<file path="config.mk">
export PLATFORM = sky130hd
export DESIGN_NAME = keyboard_scan_fifo_with_status_core
export DESIGN_NICKNAME = d
export VERILOG_FILES = /design/src/design/kbs_pkg.sv /design/src/design/kbs_queue.sv /design/src/design/kbs_out_buf.sv /design/src/design/keyboard_scan_fifo_with_status_core.sv
export VERILOG_INCLUDE_DIRS = /design/src /design/src/design
export SDC_FILE = /design/constraint.sdc
export NUM_CORES = 1
export LEC_CHECK = 0
export BUFFER_PORTS_ARGS = -buffer_cell sky130_fd_sc_hd__buf_2
export CAP_MARGIN = 20
export CELL_PAD_IN_SITES_DETAIL_PLACEMENT = 2
export CELL_PAD_IN_SITES_GLOBAL_PLACEMENT = 2
export CORE_UTILIZATION = 42
export CTS_CLUSTER_SIZE = 10
export DETAILED_ROUTE_END_ITERATION = 10
export GPL_ROUTABILITY_DRIVEN = 1
export MAX_ROUTING_LAYER = met4
export PLACE_DENSITY_LB_ADDON = 0.1
export REMOVE_ABC_BUFFERS = 1
export SYNTH_ARGS = -nofsm -noshare
export SYNTH_HDL_FRONTEND = slang
export SYNTH_SLANG_ARGS = --single-unit
</file>
<file path="constraint.sdc">
create_clock -name clk -period 2.6 [get_ports clk]
set_input_delay 0 -clock clk [delete_from_list [all_inputs] [get_ports clk]]
set_output_delay 0 -clock clk [all_outputs]
set_load 0.05 [all_outputs]
</file>
<file path="src/design/keyboard_scan_fifo_with_status_core_assert.svh">
// assertion macros for the keyboard scan queue modules
// no dependencies; included by kbs_queue, the only module that carries assertions
`ifndef KEYBOARD_SCAN_FIFO_WITH_STATUS_CORE_ASSERT_SVH
`define KEYBOARD_SCAN_FIFO_WITH_STATUS_CORE_ASSERT_SVH

`ifndef SYNTHESIS

// property must hold at every rising clock edge outside reset
`define KBS_ASSERT(label, clk, rst, prop) \
  label: assert property (@(posedge clk) disable iff (rst) prop) \
    else $error("kbs assertion failed");

// condition must never be true outside reset
`define KBS_NEVER(label, clk, rst, cond) \
  label: assert property (@(posedge clk) disable iff (rst) !(cond)) \
    else $error("kbs forbidden condition seen");

`else

`define KBS_ASSERT(label, clk, rst, prop)
`define KBS_NEVER(label, clk, rst, cond)

`endif

`endif

</file>
<file path="src/design/kbs_pkg.sv">
// shared types and constants for the keyboard scan queue
// no dependencies
package kbs_pkg;

  localparam int QUEUE_DEPTH = 16;
  localparam int PTR_W = (QUEUE_DEPTH > 1) ? $clog2(QUEUE_DEPTH) : 1;
  localparam int CNT_W = $clog2(QUEUE_DEPTH + 1);

  localparam int OP_W = 3;
  localparam int CODE_W = 7;
  localparam int BYTE_W = 8;

  typedef enum logic [OP_W-1:0] {
    OP_PRESS       = 3'd0,
    OP_RELEASE     = 3'd1,
    OP_READ_STATE  = 3'd2,
    OP_WRITE_STATE = 3'd3,
    OP_READ_DATA   = 3'd4
  } op_t;

  localparam logic [BYTE_W-1:0] BIT_ACTIVE = 8'h01;
  localparam logic [BYTE_W-1:0] BIT_NUM    = 8'h02;
  localparam logic [BYTE_W-1:0] BIT_CAPS   = 8'h04;
  localparam logic [BYTE_W-1:0] BIT_SCROLL = 8'h08;
  localparam logic [BYTE_W-1:0] BIT_BUSY   = 8'h80;

  typedef struct packed {
    logic [BYTE_W-1:0] read_data;
    logic              key_dropped;
  } result_t;

endpackage

</file>
<file path="src/design/kbs_queue.sv">
// scan code queue, lock lights and per-transfer result logic
// depends on kbs_pkg and the assertion macro header
`include "keyboard_scan_fifo_with_status_core_assert.svh"

module kbs_queue (
  input  logic                         clk,
  input  logic                         rst,
  input  logic                         take,
  input  logic [kbs_pkg::OP_W-1:0]     opcode,
  input  logic [kbs_pkg::CODE_W-1:0]   scan_code,
  input  logic [kbs_pkg::BYTE_W-1:0]   write_value,
  output kbs_pkg::result_t             res
);
  import kbs_pkg::*;

  logic [BYTE_W-1:0] scan_store [QUEUE_DEPTH];
  logic [PTR_W-1:0]  head_index;
  logic [PTR_W-1:0]  tail_index;
  logic [CNT_W-1:0]  entry_count;
  logic              num_light;
  logic              caps_light;
  logic              scroll_light;

  logic              is_key;
  logic              full;
  logic              empty;
  logic              push;
  logic              pop;
  logic [BYTE_W-1:0] key_byte;
  logic [BYTE_W-1:0] state_byte;
  logic [PTR_W-1:0]  head_next;
  logic [PTR_W-1:0]  tail_next;

  assign is_key = (opcode == OP_PRESS) || (opcode == OP_RELEASE);
  assign full   = (entry_count == CNT_W'(QUEUE_DEPTH));
  assign empty  = (entry_count == '0);
  assign push   = take && is_key && !full;
  assign pop    = take && (opcode == OP_WRITE_STATE) && !empty
                  && ((write_value & BIT_BUSY) == '0);

  assign key_byte = (opcode == OP_RELEASE) ? ({1'b0, scan_code} | BIT_BUSY)
                                           : {1'b0, scan_code};

  assign head_next = (head_index == PTR_W'(QUEUE_DEPTH - 1)) ? '0
                                                             : head_index + PTR_W'(1);
  assign tail_next = (tail_index == PTR_W'(QUEUE_DEPTH - 1)) ? '0
                                                             : tail_index + PTR_W'(1);

  always_comb begin
    state_byte = BIT_ACTIVE;
    if (num_light) state_byte = state_byte | BIT_NUM;
    if (caps_light) state_byte = state_byte | BIT_CAPS;
    if (scroll_light) state_byte = state_byte | BIT_SCROLL;
    if (!empty) state_byte = state_byte | BIT_BUSY;
  end

  always_comb begin
    res.read_data   = '0;
    res.key_dropped = 1'b0;
    case (opcode)
      OP_PRESS, OP_RELEASE: res.key_dropped = full;
      OP_READ_STATE:        res.read_data = state_byte;
      OP_READ_DATA:         res.read_data = empty ? '0 : scan_store[head_index];
      default:              res.read_data = '0;
    endcase
  end

  always_ff @(posedge clk) begin
    if (push) begin
      scan_store[tail_index] <= key_byte;
    end
  end

  always_ff @(posedge clk) begin
    if (rst) begin
      head_index   <= '0;
      tail_index   <= '0;
      entry_count  <= '0;
      num_light    <= 1'b0;
      caps_light   <= 1'b0;
      scroll_light <= 1'b0;
    end else begin
      if (push) begin
        tail_index  <= tail_next;
        entry_count <= entry_count + CNT_W'(1);
      end
      if (pop) begin
        head_index  <= head_next;
        entry_count <= entry_count - CNT_W'(1);
      end
      if (take && (opcode == OP_WRITE_STATE)) begin
        num_light    <= (write_value & BIT_NUM) != '0;
        caps_light   <= (write_value & BIT_CAPS) != '0;
        scroll_light <= (write_value & BIT_SCROLL) != '0;
      end
    end
  end

  // occupancy and pointer consistency
  `KBS_NEVER(a_count_range, clk, rst, entry_count > CNT_W'(QUEUE_DEPTH))
  `KBS_ASSERT(a_ptr_match, clk, rst, (empty || full) |-> (head_index == tail_index))
  `KBS_ASSERT(a_push_count, clk, rst, push |=> (entry_count == $past(entry_count) + CNT_W'(1)))
  `KBS_ASSERT(a_pop_count, clk, rst, pop |=> (entry_count == $past(entry_count) - CNT_W'(1)))

endmodule

</file>
<file path="src/design/kbs_out_buf.sv">
// two-entry output buffer: result register plus skid register
// depends on kbs_pkg
module kbs_out_buf (
  input  logic             clk,
  input  logic             rst,
  input  logic             load,
  input  kbs_pkg::result_t res_in,
  output logic             space,
  output logic             out_valid,
  input  logic             out_ready,
  output kbs_pkg::result_t res_out
);
  import kbs_pkg::*;

  result_t skid;
  logic    skid_valid;
  logic    out_free;

  assign out_free = !out_valid || out_ready;
  assign space    = !skid_valid;

  always_ff @(posedge clk) begin
    if (rst) begin
      out_valid  <= 1'b0;
      skid_valid <= 1'b0;
    end else if (out_free) begin
      if (skid_valid) begin
        out_valid  <= 1'b1;
        skid_valid <= 1'b0;
      end else begin
        out_valid <= load;
      end
    end else if (load) begin
      skid_valid <= 1'b1;
    end
  end

  always_ff @(posedge clk) begin
    if (out_free) begin
      res_out <= skid_valid ? skid : res_in;
    end else if (load) begin
      skid <= res_in;
    end
  end

endmodule

</file>
<file path="src/design/keyboard_scan_fifo_with_status_core.sv">
// keyboard scan code queue with status and lock light register, top level
// depends on kbs_pkg, kbs_queue and kbs_out_buf
//
// One transfer per cycle while in_ready is high: each key event or bus
// access is decided in the cycle it is taken, against the queue and light
// registers; its result is registered, via the skid register if the output
// stalls. A two-entry output buffer keeps in_ready high while one result
// waits; in_ready drops only when the result and skid registers are full.
// The queue holds QUEUE_DEPTH entries in flip-flops; entries are not
// cleared at reset, and only written entries are ever read.
module keyboard_scan_fifo_with_status_core (
  input  logic                        clk,
  input  logic                        rst,
  input  logic                        in_valid,
  output logic                        in_ready,
  input  logic [kbs_pkg::OP_W-1:0]    opcode,
  input  logic [kbs_pkg::CODE_W-1:0]  scan_code,
  input  logic [kbs_pkg::BYTE_W-1:0]  write_value,
  output logic                        out_valid,
  input  logic                        out_ready,
  output logic [kbs_pkg::BYTE_W-1:0]  read_data,
  output logic                        key_dropped
);
  import kbs_pkg::*;

  logic    take;
  result_t res;
  result_t res_q;

  assign take = in_valid && in_ready;

  kbs_queue u_queue (
    .clk         (clk),
    .rst         (rst),
    .take        (take),
    .opcode      (opcode),
    .scan_code   (scan_code),
    .write_value (write_value),
    .res         (res)
  );

  kbs_out_buf u_out_buf (
    .clk       (clk),
    .rst       (rst),
    .load      (take),
    .res_in    (res),
    .space     (in_ready),
    .out_valid (out_valid),
    .out_ready (out_ready),
    .res_out   (res_q)
  );

  assign read_data   = res_q.read_data;
  assign key_dropped = res_q.key_dropped;

endmodule

</file>
==> reports/metrics.cfg <==
[worst_setup_path]
critPathCaptureType = register
max_stage_delay_ns = 0.47
cp-start-kind = register
cp.arrival_ns = 2.80
rr_startpoint = u_queue.entry_count[1]
cp.required_ns = 2.93
crit_start = u_queue.entry_count[1]
worst-path-max-fanout = 5
critPathSlowestCell = a2111oi_4
crit_top_cell = inv_1
crit_type = register to register
cp_cell_sequence = nor4_4 > a2111oi_4 > inv_1 > fa_1 > inv_1 > a21o_1 > a21oi_1 > mux2i_1 > mux2_2

[worst_hold_path]
worstHoldPathType = input pin to register
hp-start = rst

[logic_synthesis]
ys_seq_area_share_pct = 70.7
syn_area_um2 = 6820
yosysUniqueCellTypes = 48
netlist_top_cells_area = edfxtp_1 64%, mux4_2 8.9%, dfxtp_1 6.5%
yosysTopAreaCell = edfxtp_1
ys.flop_type = edfxtp_1
yosysWarnings = 0
synthDominantCellAreaShare_pct = 64.2
syn_area_per_cell_um2 = 17.5
netlist_instances = 391
async_reset_ff_share_pct = 0
ys_seq_elements = 168
synth-edff-count = 146

[clock_tree]
cts_setup_buffers = 0
cts_buffers = 17
clock-root-buffer = clkbuf_16
clk_pin_slew_ns = 0.07
clock-sinks = 168
cts_max_level = 4
cts_tree = done
clockBufferDepth = 2
worstSkewPairLatency_ns = 0.43

[floorplan]
die_y_um = 129
initial_utilization_pct = 43.0
dieArea_um2 = 16800
core-area_um2 = 15900
rows = 46
die_x_um = 129
io_pins = 33

[drt]
dr_total_vias = 3704
finalWirelength_um = 16000
detail_route.first_pass.iterations = 4
viasPerCell = 5.37
wire_per_inst_um = 23.1
drt_iter0_markers = 209
final_antenna_net_count = 0
drcViolationCount = 0

[status]
outcome = complete, but fails checks
violations = hold timing

[timing]
hold_viol = 3
rsz0062_at_grt = false
post-route-period-util_pct = 95.1
skew_ns = 0.0128
final-setup-viol-count = 0
min_period_ns = 2.47
layout_setup_ws_ns = 0.128
finalMaxSlewViolations = 0
timing.fmax_mhz = 404
tightestPinTransition_ns = 0.752
finalSetupTns_ns = 0
hold_slack_ns = -0.00661
max_slew_margin_pct = 49.8

[finish]
final_util_pct = 50.8
antenna_cells = 0
layout_commonest_cell = edfxtp_1
fin_nets = 492
layout_common_cells = 146 x edfxtp_1, 35 x nor2_1, 28 x buf_2
syn2layout_area_growth_pct = 18.4
drive_gt1_share_pct = 30.2
fin_area_um2 = 8080

[grt]
grt_max_degree = 28
antenna_found_initial = 0
grt_pass1_wl_um = 24500
overflow = 0
grt_pass1_vias = 4009
grt_usage_pct = 21.8

[placement]
port_buffers = 28
place_area_um2 = 7360
gp_congestion = 0.724
pre_cts_ws_ns = 0.116
post-dp-hpwl_um = 10600

[power]
peakVddDrop_v = 0.000466
p_sw_w = 0.00130
p_comb_share_pct = 3.7
power_density_nw_per_um2 = 702
p_int_w = 0.00437
pwr-share-seq_pct = 52.2
swShare_pct = 22.9
leakage_nw = 2.72
p_clk_share_pct = 44.2

[run]
maxCapViolCount = 0

[cells in the mapped netlist (all sizes together), types with 2 or more instances]
| cell | number |
|---|---|
| nand2 | 13 |
| nand3 | 2 |
| edfxtp | 146 |
| nor3b | 3 |
| nor2 | 35 |
| o31ai | 3 |
| ha | 8 |
| nor3 | 6 |
| xor2 | 2 |
| nor2b | 7 |
| inv | 8 |
| o22ai | 2 |
| a221o | 2 |
| a21oi | 11 |
| dfxtp | 22 |
| a21o | 3 |
| a211oi | 8 |
| nand2b | 6 |
| a2111oi | 3 |
| nor4 | 2 |
| or2 | 2 |
| mux2 | 15 |
| mux2i | 19 |
| clkbuf | 5 |
| o21ai | 3 |
| or4 | 2 |
| xnor2 | 3 |
| mux4 | 27 |
| buf | 14 |
| a31oi | 2 |
[metrics by stage]
step,std cells,total power (W)
after CTS,690,0.00574
after detailed placement,645,0.00322
after floorplan,372,0.00312
after global placement,645,0.00321
final,690,0.00567
after global routing,690,0.00584
[final cells by class]
class / instances / area [um2]
fill: 1464 / 7810
timing repair buffer: 70 / 513
sequential: 168 / 4830
multi-input combinational: 196 / 1850
clock inverter: 15 / 161
inverter: 8 / 30.0
clock buffer: 17 / 425
tap: 216 / 270
[cells by family after synthesis]
kind of cell    share of synthesized area (%)
compound gates                           4.40
xor+xnor                                0.642
mux                                      14.2
fa+ha+maj                                1.76
flops                                    70.7
simple gates                             6.12
buf+inv                                  2.20
[worst paths after layout]
kind,endpoint,slack (ns),cells after the start
worst max-delay path,u_queue.entry_count[4],0.13,9
worst min-delay path,u_queue.tail_index[3],-0.007,2
worst max register to register,u_queue.entry_count[4],0.13,9
worst min register to register,u_queue.caps_light,0.52,2
[state kept, by name (all words and copies together), names as in the netlist, named ones only]
name / flops
u_out_buf.out_valid: 1
u_out_buf.res_out: 9
u_out_buf.skid: 9
u_out_buf.skid_valid: 1
u_queue.caps_light: 1
u_queue.entry_count: 5
u_queue.head_index: 4
u_queue.num_light: 1
u_queue.scan_store: 128
u_queue.scroll_light: 1
u_queue.tail_index: 4
[power by group through the flow]
stage	combinational (W)	clock, W	sequential (W)
after floorplan	0.0000662	0	0.00306
after global placement	0.000190	0	0.00302
after detailed placement	0.000196	0	0.00302
after CTS	0.000211	0.00257	0.00296
after global routing	0.000224	0.00266	0.00296
final	0.000207	0.00250	0.00296
[per-layer routing]
metal | vias to the layer above | track usage [%] | wire length (um)
met5 | - | - | 0
met1 | 1948 | 26.2 | 6910
met3 | 18 | 5.08 | 603
met4 | 0 | 7.05 | 277
met2 | 63 | 36.3 | 8170
li1 | 1675 | - | -
[critical path: cells and delay by family (launching register included)]
family,cells,cell delay (ns)
flip-flops,1,0.45
adder cells (fa/ha/maj),1,0.47
AND/OR/NAND/NOR,1,0.10
AO/OA/AOI/OAI,3,0.65
multiplexers,2,0.51
buffers and inverters,2,0.19
[what timing repair did]
| item | in CTS | in global routing |
|---|---|---|
| hold buffers | 13 | 0 |
| endpoints found under the hold margin | 118 | 0 |
| endpoints found under the setup margin | 0 | 1 |
| gates resized for setup | 0 | 1 |
No activity file was read; power rests on OpenSTA's default activity.
